===== src/design/vpa_pkg.sv =====
`default_nettype none
// ----------------------------------------------------------------------------
// vpa_pkg
// Shared types and codes for the variable partition allocator.
// ----------------------------------------------------------------------------
package vpa_pkg;

	localparam logic [15:0] POOL_RESET = 16'd1024;

	// request codes
	localparam logic [2:0] ACT_FIRST   = 3'd0;
	localparam logic [2:0] ACT_BEST    = 3'd1;
	localparam logic [2:0] ACT_WORST   = 3'd2;
	localparam logic [2:0] ACT_RELEASE = 3'd3;
	localparam logic [2:0] ACT_INIT    = 3'd4;

	// result codes
	localparam logic [2:0] ST_OK      = 3'd0;
	localparam logic [2:0] ST_ZERO    = 3'd1;
	localparam logic [2:0] ST_NOFIT   = 3'd2;
	localparam logic [2:0] ST_UNKNOWN = 3'd3;
	localparam logic [2:0] ST_FULL    = 3'd4;

	// one partition table entry
	typedef struct packed {
		logic [15:0] start;
		logic [15:0] length;
		logic        used;
		logic [15:0] owner;
	} entry_t;

endpackage
`default_nettype wire


===== src/design/vpa_cell.sv =====
`default_nettype none
// ----------------------------------------------------------------------------
// vpa_cell
// One partition entry of the table ring; loads its neighbor when shifting.
// ----------------------------------------------------------------------------
module vpa_cell #(
	parameter logic [15:0] RESET_LENGTH = 16'd0
) (
	input  wire              clk,
	input  wire              arst_n,
	input  wire              shift,
	input  vpa_pkg::entry_t  d,
	output vpa_pkg::entry_t  q
);
	import vpa_pkg::*;

	entry_t entry_q;

	// entry register
	always_ff @(posedge clk or negedge arst_n) begin
		if (!arst_n) begin
			entry_q <= '{start: 16'd0, length: RESET_LENGTH, used: 1'b0, owner: 16'd0};
		end else if (shift) begin
			entry_q <= d;
		end
	end

	assign q = entry_q;

endmodule
`default_nettype wire


===== src/design/vpa_ctrl.sv =====
`default_nettype none
// ----------------------------------------------------------------------------
// vpa_ctrl
// Sequencer: a scan pass over the ring picks the partition; if the table
// changes, an edit pass rewrites it in place; the result beat is registered.
// ----------------------------------------------------------------------------
module vpa_ctrl #(
	parameter int MAX_PARTITIONS = 16
) (
	input  wire              clk,
	input  wire              arst_n,
	input  wire              in_valid,
	output logic             in_stall,
	input  wire [2:0]        action,
	input  wire [15:0]       request_size,
	input  wire [15:0]       block_id,
	output logic             out_valid,
	input  wire              out_stall,
	output logic [2:0]       status,
	output logic [15:0]      granted_id,
	output logic [15:0]      granted_address,
	input  wire              cfg_valid,
	output logic             cfg_ready,
	input  wire [15:0]       cfg_data,
	input  vpa_pkg::entry_t  head,
	input  vpa_pkg::entry_t  tap1,
	input  vpa_pkg::entry_t  tap2,
	output vpa_pkg::entry_t  tail,
	output logic             shift
);
	import vpa_pkg::*;

	localparam int IW = (MAX_PARTITIONS > 2) ? $clog2(MAX_PARTITIONS) : 1;
	localparam int CW = $clog2(MAX_PARTITIONS + 1);
	localparam logic [IW-1:0] LAST = IW'(MAX_PARTITIONS - 1);
	localparam logic [CW-1:0] FULL = CW'(MAX_PARTITIONS);

	typedef enum logic [2:0] {S_IDLE, S_SCAN, S_DECIDE, S_EDIT, S_DONE} state_t;
	typedef enum logic [2:0] {E_NONE, E_MODIFY, E_INSERT, E_RELEASE, E_INIT} edit_t;

	state_t        state_q;
	edit_t         mode_q;
	logic [IW-1:0] k_q;
	logic [CW-1:0] count_q;
	logic [2:0]    act_q;
	logic [15:0]   size_q;
	logic [15:0]   bid_q;
	logic [15:0]   pool_q;
	logic [15:0]   id_q;
	logic          found_q;
	logic [IW-1:0] pick_q;
	logic [15:0]   plen_q;
	logic [15:0]   pstart_q;
	logic          prev_used_q;
	logic          merge_l_q;
	logic          merge_r_q;
	logic          chk_next_q;
	logic [IW-1:0] tgt_q;
	logic [1:0]    del_q;
	entry_t        hold_q;
	logic [2:0]    res_status_q;
	logic [15:0]   res_id_q;
	logic [15:0]   res_addr_q;
	logic          out_valid_q;
	logic [2:0]    status_q;
	logic [15:0]   gid_q;
	logic [15:0]   gaddr_q;

	logic          in_range;
	logic          is_alloc;
	logic          fits;
	logic          better;
	logic          match;
	logic [15:0]   new_id;
	logic [15:0]   tap_sum;
	logic          can_load;

	assign in_stall  = (state_q != S_IDLE);
	assign cfg_ready = 1'b1;
	assign out_valid = out_valid_q;
	assign status    = status_q;
	assign granted_id      = gid_q;
	assign granted_address = gaddr_q;
	assign shift     = (state_q == S_SCAN) || (state_q == S_EDIT);
	assign can_load  = !out_valid_q || !out_stall;

	// scan terms for the entry at the head of the ring
	always_comb begin
		in_range = (CW'(k_q) < count_q);
		is_alloc = (act_q == ACT_FIRST) || (act_q == ACT_BEST) || (act_q == ACT_WORST);
		fits     = in_range && !head.used && (head.length >= size_q);
		better   = ((act_q == ACT_BEST) && (head.length < plen_q)) ||
		           ((act_q == ACT_WORST) && (head.length > plen_q));
		match    = in_range && head.used && (bid_q != 16'd0) &&
		           (head.owner == bid_q) && !found_q;
		new_id   = (id_q == 16'hFFFF) ? 16'd1 : id_q + 16'd1;
		tap_sum  = head.length + (del_q != 2'd0 ? tap1.length : 16'd0) +
		           (del_q == 2'd2 ? tap2.length : 16'd0);
	end

	// data fed back into the tail cell during the edit pass
	always_comb begin
		tail = head;
		if (state_q == S_EDIT) begin
			case (mode_q)
				E_MODIFY: begin
					if (k_q == pick_q) begin
						tail = '{start: head.start, length: size_q, used: 1'b1, owner: id_q};
					end
				end
				E_INSERT: begin
					if (k_q == pick_q) begin
						tail = '{start: head.start, length: size_q, used: 1'b1, owner: id_q};
					end else if (k_q > pick_q) begin
						tail = hold_q;
					end
				end
				E_RELEASE: begin
					if (k_q == tgt_q) begin
						tail = '{start: head.start, length: tap_sum, used: 1'b0, owner: 16'd0};
					end else if (k_q > tgt_q) begin
						tail = (del_q == 2'd2) ? tap2 : (del_q == 2'd1) ? tap1 : head;
					end
				end
				E_INIT: begin
					if (k_q == '0) begin
						tail = '{start: 16'd0, length: pool_q, used: 1'b0, owner: 16'd0};
					end
				end
				default: tail = head;
			endcase
		end
	end

	// pool size register
	always_ff @(posedge clk or negedge arst_n) begin
		if (!arst_n) begin
			pool_q <= POOL_RESET;
		end else if (cfg_valid) begin
			pool_q <= cfg_data;
		end
	end

	// sequencer
	always_ff @(posedge clk or negedge arst_n) begin
		if (!arst_n) begin
			state_q      <= S_IDLE;
			mode_q       <= E_NONE;
			k_q          <= '0;
			count_q      <= CW'(1);
			id_q         <= 16'd0;
			found_q      <= 1'b0;
			merge_l_q    <= 1'b0;
			merge_r_q    <= 1'b0;
			chk_next_q   <= 1'b0;
			prev_used_q  <= 1'b0;
			out_valid_q  <= 1'b0;
		end else begin
			if (out_valid_q && !out_stall && (state_q != S_DONE)) begin
				out_valid_q <= 1'b0;
			end
			case (state_q)
				S_IDLE: begin
					if (in_valid) begin
						act_q       <= action;
						size_q      <= request_size;
						bid_q       <= block_id;
						k_q         <= '0;
						found_q     <= 1'b0;
						merge_l_q   <= 1'b0;
						merge_r_q   <= 1'b0;
						chk_next_q  <= 1'b0;
						prev_used_q <= 1'b0;
						state_q     <= S_SCAN;
					end
				end
				S_SCAN: begin
					prev_used_q <= head.used;
					if (is_alloc) begin
						if (fits && !found_q) begin
							found_q  <= 1'b1;
							pick_q   <= k_q;
							plen_q   <= head.length;
							pstart_q <= head.start;
						end else if (fits && better) begin
							pick_q   <= k_q;
							plen_q   <= head.length;
							pstart_q <= head.start;
						end
					end else if (match) begin
						found_q    <= 1'b1;
						pick_q     <= k_q;
						merge_l_q  <= (k_q != '0) && !prev_used_q;
						chk_next_q <= 1'b1;
					end else if (chk_next_q) begin
						chk_next_q <= 1'b0;
						merge_r_q  <= in_range && !head.used;
					end
					if (k_q == LAST) begin
						k_q     <= '0;
						state_q <= S_DECIDE;
					end else begin
						k_q <= k_q + 1'b1;
					end
				end
				S_DECIDE: begin
					if (is_alloc && (size_q != 16'd0) && found_q &&
					    ((plen_q == size_q) || (count_q != FULL))) begin
						id_q         <= new_id;
						res_status_q <= ST_OK;
						res_id_q     <= new_id;
						res_addr_q   <= pstart_q;
						mode_q       <= (plen_q == size_q) ? E_MODIFY : E_INSERT;
						hold_q       <= '{start: pstart_q + size_q,
						                  length: plen_q - size_q,
						                  used: 1'b0, owner: 16'd0};
						state_q      <= S_EDIT;
					end else if ((act_q == ACT_RELEASE) && found_q) begin
						res_status_q <= ST_OK;
						res_id_q     <= 16'd0;
						res_addr_q   <= 16'd0;
						mode_q       <= E_RELEASE;
						tgt_q        <= merge_l_q ? pick_q - 1'b1 : pick_q;
						del_q        <= {1'b0, merge_l_q} + {1'b0, merge_r_q};
						state_q      <= S_EDIT;
					end else if (act_q == ACT_INIT) begin
						res_status_q <= ST_OK;
						res_id_q     <= 16'd0;
						res_addr_q   <= 16'd0;
						mode_q       <= E_INIT;
						state_q      <= S_EDIT;
					end else begin
						// table left as it is
						res_id_q   <= 16'd0;
						res_addr_q <= 16'd0;
						mode_q     <= E_NONE;
						state_q    <= S_DONE;
						if (!is_alloc) begin
							res_status_q <= (act_q == ACT_RELEASE) ? ST_UNKNOWN : ST_OK;
						end else if (size_q == 16'd0) begin
							res_status_q <= ST_ZERO;
						end else if (!found_q) begin
							res_status_q <= ST_NOFIT;
						end else begin
							res_status_q <= ST_FULL;
						end
					end
				end
				S_EDIT: begin
					// insert: each displaced entry passes through the hold register
					if ((mode_q == E_INSERT) && (k_q > pick_q)) begin
						hold_q <= head;
					end
					if (k_q == LAST) begin
						k_q     <= '0;
						state_q <= S_DONE;
						case (mode_q)
							E_INSERT:  count_q <= count_q + 1'b1;
							E_RELEASE: count_q <= count_q - CW'(del_q);
							E_INIT:    count_q <= CW'(1);
							default:   count_q <= count_q;
						endcase
					end else begin
						k_q <= k_q + 1'b1;
					end
				end
				S_DONE: begin
					if (can_load) begin
						out_valid_q <= 1'b1;
						status_q    <= res_status_q;
						gid_q       <= res_id_q;
						gaddr_q     <= res_addr_q;
						state_q     <= S_IDLE;
					end
				end
				default: state_q <= S_IDLE;
			endcase
		end
	end

endmodule
`default_nettype wire


===== src/design/variable_partition_allocator_unit.sv =====
`default_nettype none
// ----------------------------------------------------------------------------
// variable_partition_allocator_unit
// Address-ordered partition table kept in a ring of cells, with first, best
// and worst fit allocation, release with merging, and re-initialise.
// ----------------------------------------------------------------------------
// One request at a time, the next is taken the cycle after the result is
// registered; the ring rotates once to scan and, for requests that change
// the table, once more to edit.
// Reset: table holds one free partition of 1024 units, id counter zero,
// pool size 1024.
module variable_partition_allocator_unit #(
	parameter int MAX_PARTITIONS = 16
) (
	input  wire         clk,
	input  wire         arst_n,
	input  wire         in_valid,
	output logic        in_stall,
	input  wire [2:0]   action,
	input  wire [15:0]  request_size,
	input  wire [15:0]  block_id,
	output logic        out_valid,
	input  wire         out_stall,
	output logic [2:0]  status,
	output logic [15:0] granted_id,
	output logic [15:0] granted_address,
	input  wire         cfg_valid,
	output logic        cfg_ready,
	input  wire [15:0]  cfg_data
);
	import vpa_pkg::*;

	localparam int TAP2 = (MAX_PARTITIONS > 2) ? 2 : 0;

	entry_t cell_q [MAX_PARTITIONS];
	entry_t tail;
	logic   shift;

	// ring of cells: each takes its upper neighbor, the last takes the tail
	for (genvar i = 0; i < MAX_PARTITIONS; i++) begin : g_cell
		vpa_cell #(
			.RESET_LENGTH((i == 0) ? POOL_RESET : 16'd0)
		) u_cell (
			.clk    (clk),
			.arst_n (arst_n),
			.shift  (shift),
			.d      ((i == MAX_PARTITIONS - 1) ? tail : cell_q[(i + 1) % MAX_PARTITIONS]),
			.q      (cell_q[i])
		);
	end

	// sequencer
	vpa_ctrl #(
		.MAX_PARTITIONS(MAX_PARTITIONS)
	) u_ctrl (
		.clk             (clk),
		.arst_n          (arst_n),
		.in_valid        (in_valid),
		.in_stall        (in_stall),
		.action          (action),
		.request_size    (request_size),
		.block_id        (block_id),
		.out_valid       (out_valid),
		.out_stall       (out_stall),
		.status          (status),
		.granted_id      (granted_id),
		.granted_address (granted_address),
		.cfg_valid       (cfg_valid),
		.cfg_ready       (cfg_ready),
		.cfg_data        (cfg_data),
		.head            (cell_q[0]),
		.tap1            (cell_q[1]),
		.tap2            (cell_q[TAP2]),
		.tail            (tail),
		.shift           (shift)
	);

endmodule
`default_nettype wire


===== config.mk =====
export PLATFORM = sky130hd
export DESIGN_NAME = variable_partition_allocator_unit
export DESIGN_NICKNAME = d
export VERILOG_FILES = /design/src/design/vpa_pkg.sv /design/src/design/vpa_cell.sv /design/src/design/vpa_ctrl.sv /design/src/design/variable_partition_allocator_unit.sv
export SDC_FILE = /design/constraint.sdc
export NUM_CORES = 2
export LEC_CHECK = 0
export BUFFER_PORTS_ARGS = -buffer_cell sky130_fd_sc_hd__buf_4
export CAP_MARGIN = 20
export CORE_MARGIN = 2
export CORE_UTILIZATION = 45
export CTS_CLUSTER_DIAMETER = 50
export DETAILED_ROUTE_END_ITERATION = 16
export PLACE_DENSITY_LB_ADDON = 0.15
export SLEW_MARGIN = 25
export SYNTH_ARGS = -nofsm -noshare
export SYNTH_HDL_FRONTEND = slang
export SYNTH_HIERARCHICAL = 1
export SYNTH_SLANG_ARGS = --single-unit
export TNS_END_PERCENT = 20

===== constraint.sdc =====
create_clock -name clk -period 5.7 [get_ports clk]
set_clock_uncertainty 0.1 [all_clocks]
set_input_delay 0.855 -clock clk [delete_from_list [all_inputs] [get_ports clk]]
set_output_delay 0.855 -clock clk [all_outputs]
set_load 0.1 [all_outputs]

# Word level (Yosys, flattened, before mapping)
# Index checks and enable logic that the tools add are counted.
[totals]
elab_cells = 272
inputBits = 56
regBits = 1033
[op_classes]
muxes = 64
order_cmp = 6
n_eq_ne = 35
n_bitwise = 1
n_reduce_logical = 62
addsub = 10
[ops]
columns = ["operator", "n"]
rows = [
  ["$mux W49", 10],
  ["$pmux W49 S4", 1],
  ["$mux W16", 7],
  ["$pmux W49 S2", 1],
  ["$add A16 B16 Y16", 3],
  ["$mux W3", 13],
  ["$mux W33", 1],
  ["$eq A16 B16 Y1", 2],
  ["$reduce_bool A16 Y1", 2],
  ["$mux W4", 7],
  ["$reduce_and A4 Y1", 7],
  ["$eq A3 B2 Y1 const B", 6],
  ["$logic_and A1 B1 Y1", 18],
  ["$add A16 B1 Y16 const B", 1],
  ["$eq A16 B16 Y1 const B", 1],
  ["$ge A16 B16 Y1", 1],
  ["$gt A16 B16 Y1", 1],
  ["$logic_not A16 Y1", 1],
  ["$lt A16 B16 Y1", 1],
  ["$sub A16 B16 Y16", 1],
  ["$pmux W3 S5", 1],
  ["$pmux W5 S3", 1],
  ["$mux W1", 14],
  ["$ne A2 B2 Y1 const B", 6],
  ["other kinds (33)", 71],
]

# Logic depth before layout (Yosys ltp)
[logic_depth]
word_depth = 8
mapped_depth = 19

# Cells and area by module
# Netlist, hierarchy kept.
[modules_own_cells]
columns = ["mod", "seq_area_each_um2", "cells_per_inst", "area_per_inst_um2", "n_inst"]
rows = [
  ["vpa_cell (g_cell[10].u_cell ...)", 1226.2, 103, 1864.3, 15],
  ["vpa_ctrl", 7214.4, 1713, 16433.3, 1],
  ["vpa_cell (g_cell[0].u_cell)", 1227.4, 103, 1865.5, 1],
]

# Worst setup path before layout
# Ideal clock, no wire load.
[synth_timing]
path_kind = "reg-to-reg"
from = "register u_ctrl.state_q[0]"
to = "register u_ctrl.plen_q[0] (enable)"
path_slack_ns = 0.372
required_time_ns = 5.139
arrival_time_ns = 4.767
path_stages_with_launch = 8
path_cell_list = "dfrtp_1 -> clkbuf_1 -> nand2b_1 -> inv_1 -> nand2b_1 -> nor2_1 -> nand2_1 -> nor3_1"
[synth_between]
elab_chain_len = 2
[synth_lines]
columns = ["element", "line_no", "text"]
rows = [
  ["start, declared", "vpa_ctrl.sv:41", "state_t state_q;"],
  ["start signal, assigned", "vpa_ctrl.sv:147", "state_q <= S_IDLE;"],
  ["start signal, assigned", "vpa_ctrl.sv:174", "state_q <= S_SCAN;"],
  ["start signal, assigned", "vpa_ctrl.sv:201", "state_q <= S_DECIDE;"],
  ["$eq A3 B1 Y1", "vpa_ctrl.sv:162", "case (state_q)"],
  ["$reduce_and A4 Y1 (no line)", "-", ""],
  ["end signal, assigned", "vpa_ctrl.sv:183", "plen_q <= head.length;"],
  ["end signal, assigned", "vpa_ctrl.sv:187", "plen_q <= head.length;"],
  ["end, declared", "vpa_ctrl.sv:52", "logic [15:0] plen_q;"],
]
# No other way between the ends.
# A chain may end at the register's enable or synchronous reset.

==> impl_metrics.ini <==
[hold_path]
hp-class = in2reg
min_path_cells = 1

[power_and_ir_drop]
internal-power_uw = 15200
comb_power_share_pct = 24.3
p_leak_uw = 0.0248
clockPowerShare_pct = 35.4
p_switching_uw = 6700
p_sw_share_pct = 30.6
ir_drop_mv = 0.416
p_seq_share_pct = 40.3
power.density_mw_per_mm2 = 419

[drt]
routed-via-count = 27324
drt-pass1-iter-count = 7
vias_per_cell = 5.53
drc = 0
wirelength_um = 111000
detail_route.wl_per_cell_um = 22.4
ant_nets = 0
drt_iter0_markers = 2137

[timing]
grt_setup_unrepaired = no
hold_viol = 0
final-setup-viol-count = 0
slew_viol_final = 0
min_period_ns = 4.82
tightest_slew_ns = 1.05
period_share_pct = 84.5
final.setup.tns_ns = 0
max_freq_mhz = 208
slew-limit-headroom_pct = 29.8
fin_ws_ns = 0.881

[clocking]
postCtsSetupBuffers = 0
insertion_delay_ns = 0.71
root_buffer = clkbuf_16
clock_sinks = 1033
clkSlewWorstSetupHoldPaths_ns = 0.06
cts-buffers-inserted = 118
cts_tree = yes
clockBufferDepth = 3
htreeDepth = 3

[critical_path]
endpoint = g_cell[15].u_cell/q[32]$_DFFE_PN0P_
path_cells = nor2b_2 > buf_4 > and2_1 > fa_1 > ha_1 > fa_1 > a21oi_1 > o22ai_1 > o41ai_2 > or3_1 > a211oi_1 > or4_1 > a211oi_1 > nor2_1 > mux2_2
r2r_end = g_cell[15].u_cell/q[32]$_DFFE_PN0P_
cp_max_fo = 23
r2r_cells = 15
worstPathRequired_ns = 6.19
crit_path_end_kind = register
crit_slowest_cell = edfxtp_1
critPathArrivalTime_ns = 5.31
r2r_start = u_ctrl/del_q[1]$_DFFE_PP_
cpPeakStageDelay_ns = 0.56
path_class = reg2reg
reg2reg_slack_ns = 0.88
startpoint = u_ctrl/del_q[1]$_DFFE_PP_
startpoint_type = register

[logic_synthesis]
ys_types = 77
synth_cells = 3361
synthMuxAreaShare_pct = 21.4
synthFlopType = dfrtp_1
avgSynthCellArea_um2 = 13.8
synth_compound_area_share_pct = 7.11
syn_nets = 3532
synth.most_common_cell = dfrtp_1
synthesis.area_mm2 = 0.0463
synthAdderAreaFrac_pct = 3.42
synth.top_cells.by_count = dfrtp_1 (834), mux2_2 (644), edfxtp_1 (196)
synth_top_family_by_area = multiplexers
yosys_warnings = 6
ys_seq_elements = 1033
synth_top_area_share_pct = 45.1
ys_seq_area_share_pct = 58.0
yosys-top-cells-area = dfrtp_1 (45%), mux2_2 (16%), edfxtp_1 (13%)
synth-edff-count = 196
synth_xor_area_share_pct = 1.46
synthArstFlopShare_pct = 81.0
yosys.area_share.simple_pct = 5.68
synth_largest_area_cell = dfrtp_1

[status]
outcome = complete, no violations

[run]
maxCapViolCount = 0

[final_layout]
multi_input_area_mm2 = 0.0181
fillers = 8751
nets = 3641
syn2layout_area_growth_pct = 12.9
drive_gt1_share_pct = 32.8
layout.cells.non_filler = 4937
regArea_mm2 = 0.0268

[floorplan]
die_x_um = 325
initial_core_util_pct = 45.4
fp-row-count = 117
core_area_mm2 = 0.102
die-area_mm2 = 0.105
die_height_um = 325
ioPinCount = 94

[placement]
dp_cells = 4715
hpwl_um = 75000
pre_cts_ws_ns = 0.904
port_buffers = 92
place_congestion = 0.921

[grt]
antenna_found_initial = 2
grt_overflow = 0
grt_util_all_layers_pct = 20.9
grt_pass1_wl_um = 172000
grt_pass1_vias = 28394
grt_max_degree = 212
[worst max-delay path: cells and delay by family (launching register included)]
kind / cells / cell delay (ns)
AO/OA/AOI/OAI: 5 / 1.13
AND/OR/NAND/NOR: 5 / 1.28
flip-flops: 1 / 0.56
buffers and inverters: 1 / 0.25
adder cells (fa/ha/maj): 3 / 1.14
multiplexers: 1 / 0.26
[area by class of cell]
type	instances	area share, %
antenna	1	0.00479
clock buffer	158	6.32
clock inverter	60	1.44
inverter	64	0.474
multi-input combinational	2102	34.7
sequential	1033	51.4
tap	1368	3.28
timing repair buffer	151	2.42
[sequential cells by signal (all words and copies together), names as in the netlist, 2 cells and up]
signal	flops
g_cell.u_cell/q	784
u_ctrl/act_q	3
u_ctrl/bid_q	16
u_ctrl/count_q	5
u_ctrl/del_q	2
u_ctrl/granted_address	16
u_ctrl/granted_id	16
u_ctrl/hold_q	49
u_ctrl/id_q	16
u_ctrl/k_q	4
u_ctrl/mode_q	3
u_ctrl/pick_q	4
u_ctrl/plen_q	16
u_ctrl/pool_q	16
u_ctrl/pstart_q	16
u_ctrl/res_addr_q	16
u_ctrl/res_id_q	16
u_ctrl/res_status_q	3
u_ctrl/size_q	16
u_ctrl/state_q	3
u_ctrl/status	3
u_ctrl/tgt_q	4
[worst min-delay path by stage]
stage	startpoint	end	slack (ns)
floorplan	u_ctrl/res_addr_q[0]$_SDFFCE_PN0P_	u_ctrl/granted_address[0]$_DFFE_PP_	0.30
global placement	u_ctrl/res_status_q[0]$_SDFFCE_PP0P_	u_ctrl/status[0]$_DFFE_PP_	0.31
detailed placement	u_ctrl/res_id_q[13]$_SDFFCE_PN0P_	u_ctrl/granted_id[13]$_DFFE_PP_	0.31
CTS	block_id[1]	u_ctrl/bid_q[1]$_DFFE_PP_	0.16
global route	block_id[7]	u_ctrl/bid_q[7]$_DFFE_PP_	0.18
finish	block_id[1]	u_ctrl/bid_q[1]$_DFFE_PP_	0.22
[per-layer routing]
layer	GRT usage [%]	share of wire, %	vias up
li1	-	-	12405
met1	27.5	43	14042
met2	35.6	50	680
met3	3.14	4.6	197
met4	6.80	3.0	0
met5	0	0	-
[power by group through the flow]
stage,sequential (uW),clock [uW],combinational (uW)
after detailed placement,8960,0,5290
final,8820,7760,5320
after floorplan,8680,0,4440
after CTS,8830,8000,5310
after global routing,8900,8330,5710
after global placement,8940,0,5210
[what timing repair did]
action | 4_1_cts | 5_1_grt
endpoints found under the hold margin | 36 | 0
gates resized for setup | 0 | 0
hold buffers | 1 | 0
[cell families (layout without fill, tap and decap cells)]
| logic type | after synthesis | after routing |
|---|---|---|
| buffers and inverters | 226 | 433 |
| adders and majority gates | 115 | 115 |
| muxes | 829 | 829 |
| other | 1 | 2 |
| AOI/OAI and AO/OA | 531 | 531 |
| DFF | 1033 | 1033 |
| and+or+nand+nor | 549 | 549 |
| xor gates and xnor gates | 77 | 77 |
[through the flow]
stage               cell area [um2]  utilization (%)  hold WS (ns)  total power, uW
floorplan                     46300                -         0.300            13100
global placement              48100             47.2         0.308            14100
detailed placement            48100             47.2         0.314            14200
CTS                           52200             51.2         0.164            22100
global route                  52200             51.3         0.182            22900
finish                        52200             51.3         0.223            21900
[cell usage in the layout, fill, tap and decap left out, drive strengths merged, types with 96 or more instances in the layout]
cell type  instances
clkbuf           158
nor2             147
nand2            163
mux2             805
o21ai            156
a21oi            162
dfrtp            834
edfxtp           196
buf              150
ha                96
Note: power is estimated with default switching activity, not from simulation.
